### config.mk
export PLATFORM = sky130hd
export DESIGN_NAME = sgjs_fifo
export DESIGN_NICKNAME = d
export VERILOG_FILES = /design/src/hw/rtl/sgjs_fifo.sv
export SDC_FILE = /design/constraint.sdc
export NUM_CORES = 1
export LEC_CHECK = 0
export ABC_CLOCK_PERIOD_IN_PS = 3800
export BUFFER_PORTS_ARGS = -buffer_cell sky130_fd_sc_hd__buf_4
export CORE_ASPECT_RATIO = 1.75
export CORE_MARGIN = 10
export CORE_UTILIZATION = 38
export CTS_BUF_LIST = sky130_fd_sc_hd__clkbuf_4 sky130_fd_sc_hd__clkbuf_8
export DETAILED_ROUTE_END_ITERATION = 10
export GPL_TIMING_DRIVEN = 1
export PLACE_DENSITY_LB_ADDON = 0.15
export SLEW_MARGIN = 40
export SYNTH_ARGS = -nofsm -noshare
export SYNTH_HDL_FRONTEND = slang
export SYNTH_SLANG_ARGS = --single-unit
### constraint.sdc
create_clock -name aclk -period 3.8 [get_ports aclk]
set_input_delay 0.19 -clock aclk [delete_from_list [all_inputs] [get_ports aclk]]
set_output_delay 0.19 -clock aclk [all_outputs]
set_load 0.02 [all_outputs]
### src/hw/rtl/sgjs_fifo.sv
// Result queue between the merging stage and the master channel.
// Depends on nothing.
module sgjs_fifo #(
    parameter int WIDTH = 117,
    parameter int DEPTH = 16
) (
    input  logic             aclk,
    input  logic             aresetn,
    input  logic             push,
    input  logic [WIDTH-1:0] push_data,
    input  logic             pop,
    output logic             out_valid,
    output logic [WIDTH-1:0] out_data
);
    localparam int PTR_W = $clog2(DEPTH);
    localparam int CNT_W = $clog2(DEPTH + 1);

    logic [WIDTH-1:0] mem [DEPTH];
    logic [PTR_W-1:0] wr_ptr_reg, rd_ptr_reg;
    logic [CNT_W-1:0] count_reg, count_next;

    always_comb begin
        count_next = count_reg;
        if (push) begin
            count_next = count_next + CNT_W'(1);
        end
        if (pop) begin
            count_next = count_next - CNT_W'(1);
        end
    end

    always_ff @(posedge aclk) begin
        if (!aresetn) begin
            wr_ptr_reg <= '0;
            rd_ptr_reg <= '0;
            count_reg  <= '0;
        end else begin
            if (push) begin
                wr_ptr_reg <= wr_ptr_reg + PTR_W'(1);
            end
            if (pop) begin
                rd_ptr_reg <= rd_ptr_reg + PTR_W'(1);
            end
            count_reg <= count_next;
        end
        if (push) begin
            mem[wr_ptr_reg] <= push_data;
        end
    end

    assign out_valid = (count_reg != '0);
    assign out_data  = mem[rd_ptr_reg];
endmodule

; ---- After elaboration in Yosys (flattened, before gate mapping)
; Memories as Yosys holds them, arrays and structs flattened. A register that Yosys moved wholly into a read port is not among the register bits.
; Cells that the tools add are included.
[totals]
reg_bits = 13
ram_bits = 1872
in_bits = 121
output_inout_bits = 118
word_cells = 15
memories = 1
[op_classes]
add_sub_neg = 4
muxes = 6
reduce_logical = 1
[memory_table]
columns = name, words, word_bits, rd, rd_clocked_by_memory_dff, wr, line_no
row1 = mem, 16, 117, 1, 1, 1, 18  ; logic [WIDTH-1:0] mem [DEPTH];
[op_table]
columns = op, n
row1 = two-way mux 5 bit, 2
row2 = "adder 4 x 1 -> 4 bit, second input constant", 2
row3 = two-way mux 4 bit, 2
row4 = "adder 5 x 1 -> 5 bit, second input constant", 1
row5 = nonzero test 5 bit, 1
row6 = "subtractor 5 x 1 -> 5 bit, second input constant", 1
row7 = two-way mux 1 bit, 2

; ---- Logic depth before layout (Yosys ltp)
[logic_depth]
depth_word = 4
depth_mapped = 8
depth_no_buf = 8

; ---- Worst setup path after synthesis
; Ideal clock, no wire load.
[synth_path]
path_type = input -> register
from = input push
to = memory mem[0][0] (enable)
setup_ns = 0.489
arrival_time_ns = 3.634
required_time_ns = 3.311
setup_slack_ns = -0.323
cell_stages = 4
path_buffers = 2
path_cell_list = clkbuf_1 > buf_2 > nor3b_1 > and2_1
[synth_via]
elab_chain_cells = 2
[synth_rtl]
columns = element, line_no
row1 = "start, declared", 9  ; input logic push,
row2 = two-way mux 1 bit, 46  ; if (push) begin
row3 = two-way mux 1 bit (not written as such), 47  ; mem[wr_ptr_reg] <= push_data;
row4 = "end, declared", 18
; Every way passes these cells.

==> impl_results.md <==
* Worst Path Required at 3.61 ns
* Clk_skew at 0.0357 ns
* Initial antenna violation count at 22
* Sw frac at 0.226
* Type of the worst setup path: reg -> out
* Remaining global-route overflow at 0
* Switching power at between 9000 and 10000 µW
* Sequential share of power at 0.533
* Placer Congestion at 0.719
* Via/cell ratio at 5.47
* Storage cell area at between 50000 and 60000 µm²
* Data arrival time of the worst path at 3.26 ns
* Setup TNS at 0 ns
* Synth top area share at 0.795
* Initial DRC Count at around 2600
* Core Area at 185000 µm²
* IO Port Bufs at 238
* Worst reg-to-reg setup slack at 1.35 ns
* Sequential area share after synthesis at 0.800
* Die height at 590 µm
* Most frequent cells in the layout: 1872 x edfxtp_1, 468 x mux4_2, 297 x buf_4, 293 x clkbuf_8, 234 x a22oi_1
* Max reg flops at about 1900
* # clock sinks at 1889
* Routed WL per cell at between 20 and 30 µm
* Post-synthesis register bit count at 1889
* Worst R2R End: mem[1][16]
* Clock power share at 0.384
* Initial Util at 0.382
* Setup violations, final at 0
* Syn_area_per_cell at roughly 24 µm²
* Comb power frac at 0.083
* Mapped Nets at 3084
* Fill count at about 16000
* Num CTS Buffers at 286
* Worst setup path endpoint: out_data[56]
* CTS tree: built
* Critical path startpoint category: register
* Internal power at 33800 µW
* Vias in the first global route at 37333
* Worst VDD drop at between 0.2 and 0.25 mV
* Clock transition at path regs at 0.07 ns
* Distinct cells, synth at 31
* Least-Margin Pin Slew at roughly 0.83 ns
* First-pass iteration count of the detailed router at 8
* Largest net degree at the start of global routing at 70
* Slew HR at 0.448
* Post-detail-place hpwl at 100 mm
* Max FO, Critical Path at 26
* Syn Std Cell Area at 70700 µm²
* Minimum clock period at 3.45 ns
* Vias at 34085
* Gate Count Post-Synth at between 2000 and 3000
* Tcrit/Tclk final at 0.908
* Rows at between 200 and 250
* GRT Overall Usage at 0.180
* Worst skew pair latency at between 0.9 and 1 ns
* Worst r2r path cells at 4
* First-pass GRT wire length at 269 mm
* Post-CTS sizing at 0
* Drt drc at 0
* CP endpoint kind: primary output
* Fraction of layout cells with a size suffix above 1 at 0.345
* Max frequency at 290 MHz
* Outcome: complete, no violations
* Clock tree root driver cell: clkbuf_8
* Die ar. at about 200000 µm²
* Area growth syn-to-layout at 18.5%
* Leakage Power at 0.0263 µW
* Multi-input logic area at roughly 13000 µm²
* Final nets at 3715
* Synth area leaders: edfxtp_1 80%, mux4_2 15%, a22oi_1 2.5%
* Design Power at 43600 µW
* Final Hold Fails at 0
* Routed Wire Length at 186 mm
* RSZ-0062 raised after global routing: false
* Antenna Nets Post-Route at 0
* Yosys top cell by area: edfxtp_1
* Clock buffer depth at 4
* Power Density at 521 nW/µm²
* Slew Limit Fails at 0
* Die width at between 300 and 400 µm
* IO Count at between 200 and 250
* H-tree depth at 5
* Commonest non-fill, non-tap cell in the layout: edfxtp_1
* Reg-to-reg startpoint: wr_ptr_reg[2]
* Synth warn at 0
* Worst Hold Class: in -> reg
* Max cap viols at 0
==> metrics by stage <==
step / setup slack (ns) / cell area (µm²) / hold WS, ns / cells / utilization
after floorplan: 0.969 / 70700 / 0.289 / 2955 / -
after global placement: 1.09 / 76500 / 0.434 / 5582 / 0.413
after detailed placement: 1.06 / 76700 / 0.441 / 5590 / 0.414
after CTS: 0.0364 / 83600 / 0.0384 / 6213 / 0.451
after global routing: 0.155 / 83700 / 0.0839 / 6229 / 0.452
final: 0.349 / 83700 / 0.122 / 6234 / 0.452
==> Yosys cell counts <==
library cell / n
mux4_2: 468
or4b_2: 1
or2_2: 1
o21ai_0: 1
buf_6: 3
nor2_1: 13
dfxtp_1: 17
a21oi_1: 3
clkbuf_1: 55
nor3_1: 2
mux2i_1: 3
nor3b_1: 1
xnor2_1: 5
buf_2: 19
and3_1: 3
ha_1: 8
a31o_2: 1
nand2_1: 124
buf_1: 41
or3_1: 1
nand2b_1: 1
a22oi_1: 234
and2_1: 17
edfxtp_1: 1872
a21boi_0: 1
nor2b_1: 2
xor2_1: 5
and3b_1: 2
inv_1: 5
buf_4: 41
nand4_1: 5
==> final cells by class <==
type / instances / area share
clock inverter: 135 / 0.0128
antenna: 11 / 0.000329
sequential: 1889 / 0.675
inverter: 5 / 0.000224
timing repair buffer: 502 / 0.0609
multi-input combinational: 902 / 0.160
clock buffer: 364 / 0.0545
tap: 2426 / 0.0362
==> kinds of logic (layout without fill, tap and decap cells) <==
group / Yosys count / count (layout) / synth area share
adder cells (fa/ha/maj): 8 / 8 / 0.00142
other: 0 / 11 / 0
AO/OA/AOI/OAI: 240 / 240 / 0.0254
multiplexers: 471 / 471 / 0.150
buffers and inverters: 164 / 1006 / 0.0115
flip-flops: 1889 / 1889 / 0.800
AND/OR/NAND/NOR: 173 / 173 / 0.0106
XOR/XNOR: 10 / 10 / 0.00124
==> power by group through the flow <==
stage                     clock [µW]  combinational, µW  sequential [µW]
after global routing           18100               3930            23300
after CTS                      17200               3710            23300
after global placement             0               3490            23700
after detailed placement           0               3570            23700
after floorplan                    0               2100            23700
final                          16700               3630            23300
==> critical path, cell delays in order (launching register included) <==
cell and delay, ns:
dfxtp_4 0.68, buf_12 0.29, buf_4 0.32, mux4_2 0.35, a22oi_1 0.28, nand2_1 0.20
buf_4 0.21
==> worst min path at each step <==
stage,slack (ns),to,depth (start not counted),startpoint
2_1_floorplan,0.29,mem[0][0],0,push_data[0]
3_3_place_gp,0.43,count_reg[1],2,aresetn
3_5_place_dp,0.44,count_reg[1],2,aresetn
4_1_cts,0.04,mem[7][34],2,push_data[34]
5_1_grt,0.08,mem[7][33],2,push_data[33]
6_report,0.12,mem[10][33],2,push_data[33]
==> per-layer routing <==
metal,up-vias,global-route usage,share of wire
li1,14037,-,-
met5,-,0,0.00076
met1,18743,0.231,0.41
met3,289,0.0328,0.052
met2,996,0.316,0.52
met4,20,0.0437,0.019
==> repair_timing <==
item,in CTS,in global routing
hold buffers,124,0
setup buffers,0,8
endpoints found under the hold margin,1889,0
endpoints found under the setup margin,0,13
Power figures use the tool's default switching activity.
