--- src/hw/rtl/sgjs_pkg.sv ---
// Shared types and constants of the joint smoother.
// Used by sgjs_lane, sgjs_merge and the top level; depends on nothing.
package sgjs_pkg;

    localparam int NUM_TAPS  = 7;
    localparam int LANE_MAX  = 8;
    localparam int SLOT_W    = 3;
    localparam int TAP_W     = 16;
    localparam int NORM_W    = 24;
    localparam int JOINT_W   = 5;
    localparam int SERIAL_W  = 16;
    localparam int POS_W     = 32;
    localparam int CFG_IDX_W = 4;
    localparam int OUT_DEPTH = 16;
    localparam int PEND_W    = $clog2(OUT_DEPTH + 1);

    localparam logic [CFG_IDX_W-1:0] CFG_TAP_LAST   = 4'd6;
    localparam logic [CFG_IDX_W-1:0] CFG_NORM_SCALE = 4'd7;

    localparam logic signed [TAP_W-1:0] TAP_RESET [NUM_TAPS] =
        '{-16'sd2, 16'sd3, 16'sd6, 16'sd7, 16'sd6, 16'sd3, -16'sd2};
    localparam logic [NORM_W-1:0] NORM_RESET = 24'd798915;

    typedef struct packed {
        logic [JOINT_W-1:0]  joint;
        logic [SERIAL_W-1:0] serial;
    } meta_t;

    typedef struct packed {
        logic [POS_W-1:0]    z;
        logic [POS_W-1:0]    y;
        logic [POS_W-1:0]    x;
        logic [SERIAL_W-1:0] serial;
        logic [JOINT_W-1:0]  joint;
    } result_t;

    localparam int RESULT_W = $bits(result_t);

endpackage

--- src/hw/rtl/sgjs_lane.sv ---
// One window lane: picks the stored or the incoming sample and weights x, y, z.
// Depends on sgjs_pkg.
module sgjs_lane
    import sgjs_pkg::*;
#(
    parameter int SW = 32
) (
    input  logic                       aclk,
    input  logic [3*SW-1:0]            ram_word,
    input  logic [3*SW-1:0]            bypass_word,
    input  logic                       use_bypass,
    input  logic signed [TAP_W-1:0]    tap,
    output logic signed [SW+TAP_W-1:0] prod_reg [3]
);
    logic [3*SW-1:0] word;

    assign word = use_bypass ? bypass_word : ram_word;

    always_ff @(posedge aclk) begin
        for (int c = 0; c < 3; c++) begin
            prod_reg[c] <= $signed(word[c*SW +: SW]) * tap;
        end
    end
endmodule

--- config.mk ---
export PLATFORM = sky130hd
export DESIGN_NAME = sgjs_lane
export DESIGN_NICKNAME = d
export VERILOG_FILES = /design/src/hw/rtl/sgjs_pkg.sv /design/src/hw/rtl/sgjs_lane.sv
export SDC_FILE = /design/constraint.sdc
export NUM_CORES = 2
export LEC_CHECK = 0
export BUFFER_PORTS_ARGS = -buffer_cell sky130_fd_sc_hd__clkbuf_2
export CAP_MARGIN = 20
export CORE_ASPECT_RATIO = 0.8
export CORE_MARGIN = 2
export CORE_UTILIZATION = 45
export DETAILED_ROUTE_END_ITERATION = 7
export GPL_ROUTABILITY_DRIVEN = 0
export MAX_ROUTING_LAYER = met4
export PLACE_DENSITY_LB_ADDON = 0.25
export SYNTH_ARGS = -nofsm -noshare
export SYNTH_HDL_FRONTEND = slang
export SYNTH_SLANG_ARGS = --single-unit
--- constraint.sdc ---
create_clock -name aclk -period 8.4 [get_ports aclk]
set_clock_uncertainty 0.05 [all_clocks]
set_input_delay 0.84 -clock aclk [delete_from_list [all_inputs] [get_ports aclk]]
set_output_delay 0.84 -clock aclk [all_outputs]
set_load 0.05 [all_outputs]
Yosys cells after proc, flatten, opt, wreduce, memory -nomap -nowiden:

Index checks and enable logic that the tools add are counted.

* reductions and logical operators: 0
* shift operators: 0
* divide/modulo/power cells: 0
* muxes and demuxes: 1
* multiply operators: 3
* bitwise gates (word level): 0
* equality and inequality tests: 0
* add/subtract/negate cells: 0
* order comparisons: 0

Operators with widths (count)
* $mul A32 B16 Y48: 3
* $mux W96: 1

* bits in latches: 0
* memories: 0
* bits of input ports: 210
* ROM bits: 0
* RAM bits: 0
* output and inout port bits: 144
* logic and storage cells: 7
* register bits: 144

Longest topological paths before layout:

* depth after elaboration: 2
* gate-level depth with buffers: 29
* gate-level depth less buffers: 25

Least setup slack after synthesis:

OpenSTA, ideal clock, no wires.

* path kind: input to register
* start point: in use_bypass
* end point: reg prod_reg[130] (netlist bit)
* required time: 8.220 ns
* path slack: 0.696 ns
* buffers on the path: 4
* data arrival time: 7.524 ns
* cell stages on the path: 25
* setup time: 0.130 ns
* cells stage by stage: clkbuf_1 > clkbuf_1 > clkbuf_1 > mux2_2 > clkbuf_1 > nand2_1 > fa_1 > fa_1 > fa_1 > inv_1 > fa_1 > fa_1 > inv_1 > fa_1 > inv_1 > ha_1 > a21oi_2 > o21ai_0 > a2111oi_0 > a21oi_1 > a21o_1 > a31o_4 > a2111oi_2 > nor3_1 > xor2_1

* longest elaborated chain between the ends: 2

Ends and longest elaborated chain
* start: declaration: line sgjs_lane.sv:11 `input logic use_bypass,`
* $mux W96: line sgjs_lane.sv:17 `assign word = use_bypass ? bypass_word : ram_word;`
* $mul A32 B16 Y48: line sgjs_lane.sv:21 `prod_reg[c] <= $signed(word[c*SW +: SW]) * tap;`
* end signal: indexed assignment: line sgjs_lane.sv:21
* end: declaration: line sgjs_lane.sv:13 `output logic signed [SW+TAP_W-1:0] prod_reg [3]`

No other way between the ends.

Worst setup path in the final report:

* start point: in use_bypass
* end point: reg prod_reg[47] (netlist bit)

The elaborated chain is that of the path after synthesis.

==> impl_metrics.yaml <==
placed_design:
  port_buffers: 353
  preCtsSetupSlack_ns: -0.183
  placement.cell_area_um2: 61300
  hpwl_mm: 131
clock_tree:
  htreeDepth: 4
  path_clk_slew_ns: 0.09
  hold_buffers: 0
  cts_root_buf: "clkbuf_16"
  cts_tree: "yes"
  clockBufferDepth: 2
  numCtsBuffers: 17
  cts_resized: 0
  numClockSinks: 144
  post_cts_buffers: 0
cells_and_area:
  largest_reg_flops: 144
  final_cell_area_um2: 62000
  drive_gt1_share_pct: 9.73
  final_nets: 8567
  area_growth_pct: 7.66
global_routing:
  grt_pass1_vias: 44919
  grt_max_degree: 49
  grt_pass1_wl_mm: 256
  antenna_found_initial: 8
  globalRouteTotalUtil_pct: 26.3
  grt-ovfl-total: 0
timing:
  worst_slew_pin_slew_ns: 0.873
  fin_crit_sh_pct: 96.6
  max-slew-margin-rel_pct: 41.8
  layout_setup_ws_ns: 0.282
  min_period_ns: 8.12
  hold_ws_ns: 0.759
  tns_ns: 0
  rsz0062_at_grt: "false"
  setup_viol_count_final: 0
  fmax_mhz: 123
  maxSlewViolCount: 0
  hold_viol: 0
yosys:
  netlist.top_cell.by_area: "fa_1"
  synthTopCellsByArea: "fa_1, inv_1, ha_1"
  post-synth-top-count-cell: "inv_1"
  synth_top_family_by_area: "adder cells"
  synth-compound-area-share_pct: 4.75
  syn_inst: 6369
  synthSimpleGateAreaFrac_pct: 15.2
  synthAdderAreaFrac_pct: 58.1
  ys_warn_count: 0
  yosys-top-cells-count: "inv_1, fa_1, nand2_1"
  synth.mux.area_fraction_pct: 1.91
  synth_enable_flop_cells: 0
  synth_top_cell_area_share_pct: 50.7
  synth_nets: 8379
  synth-seq-cells: 144
  synthFlopType: "dfxtp_1"
  synthDistinctLibCells: 70
  syn-mean-instance-area_um2: 9.04
  async_flop_share_pct: 0
  synth.yosys.seq_area_share_pct: 5.01
  syn_area_um2: 57600
  synth-xor-area-share_pct: 2.28
drt:
  route.met3.wl_mm: 12.4
  routed.top_layer: "met4"
  first_pass_iters: 6
  drt_wl_total_mm: 158
  route.detailed.drc: 0
  routed_via_density: 5.08
  dr.first_iter.drc_count: 2746
  dr_total_vias: 41893
  ant_nets: 0
  met1Wirelength_mm: 69.7
  wl_met2_mm: 72.0
  post_drt_wl_per_cell_um: 19.1
critical_path:
  start_kind: "input pin"
  end_kind: "register"
  cp.required_ns: 8.80
  crit_path_max_fanout: 22
  crit_arrival_ns: 8.52
  crit_type: "in2reg"
floorplan:
  start_util_pct: 45.3
  chipHeight_um: 324
  num_io_pins: 354
  die_w_um: 404
  core_area_um2: 127000
  die_area_um2: 131000
  std_cell_rows: 117
worst_hold_path:
  hold_depth: 4
  hold_path_class: "in2reg"
  whs_endpoint: "prod_reg[0]"
  hold_path.startpoint: "bypass_word[64]"
flow_run:
  drv_cap: 0
outcome:
  status: "finished clean"
==> how the worst max path moves through the flow <==
stage                     startpoint       endpoint  slack [ns]  cells after the start
final                     use_bypass   prod_reg[47]        0.28                     25
after global routing      use_bypass   prod_reg[45]        0.02                     25
after CTS                 use_bypass   prod_reg[47]        0.43                     25
after detailed placement  use_bypass   prod_reg[47]       -0.18                     25
after global placement    use_bypass   prod_reg[47]       -0.13                     25
after floorplan           use_bypass  prod_reg[130]        0.70                     25
==> logic make-up after synthesis <==
kind of cell | Yosys count
AO/OA/AOI/OAI | 416
buffers and inverters | 1950
flip-flops | 144
AND/OR/NAND/NOR | 1811
adder cells (fa/ha/maj) | 1800
multiplexers | 98
XOR/XNOR | 150
==> critical path: stages <==
cell	delay (ns)
buf_4	0.13
buf_12	0.20
buf_4	0.25
mux2_2	0.54
and2_1	0.27
fa_1	0.54
inv_1	0.05
fa_1	0.47
fa_1	0.52
inv_1	0.05
fa_1	0.44
fa_1	0.51
inv_1	0.05
fa_1	0.47
inv_1	0.04
ha_1	0.31
a21oi_1	0.46
nand3_1	0.32
a21oi_1	0.25
o2111ai_1	0.41
a31oi_2	0.35
o21ai_1	0.14
a311oi_1	0.52
or2_2	0.23
a211oi_1	0.06
==> cells in the final DEF, fill, tap and decap left out, types with 13 or more instances in the layout <==
cell type and n:
a31oi_1 20, nand2_1 891, and2_1 595, nand3_1 38, xnor2_1 109, inv_1 1651, nand4_1 18, xor2_1 41
buf_12 13, mux2_2 93, and3_1 15, ha_1 342, clkbuf_2 337, clkbuf_16 17, nand2b_1 23, nor2b_1 47
nor2_1 127, fa_1 1458, buf_4 112, a211oi_1 19, o21bai_1 21, dfxtp_1 144, o21ai_0 64, a21o_1 73
or2_2 21, nor3_1 16, a21oi_1 133
==> routing by layer <==
layer | vias to the layer above | GRT usage, %
li1 | 18767 | -
met1 | 21585 | 35.9
met2 | 1388 | 40.0
met3 | 153 | 5.69
met4 | 0 | 6.58
met5 | - | -
==> through the flow <==
step / instances / util [%]
2_1_floorplan: 6369 / -
5_1_grt: 8243 / 48.8
4_1_cts: 8236 / 48.7
3_5_place_dp: 8204 / 48.3
6_report: 8246 / 48.8
3_3_place_gp: 8204 / 48.3
==> layout make-up <==
| type | count | area, um^2 |
|---|---|---|
| fill | 12148 | 65100 |
| clock inverter | 14 | 163 |
| timing repair buffer | 467 | 2810 |
| clock buffer | 18 | 439 |
| antenna | 10 | 25.0 |
| multi-input combinational | 4275 | 47400 |
| sequential | 144 | 2880 |
| inverter | 1652 | 6200 |
| tap | 1666 | 2080 |
Power is left out: the tool's default activity adds up to more than one toggle a clock period on the data nets, which glitch-free logic cannot reach.
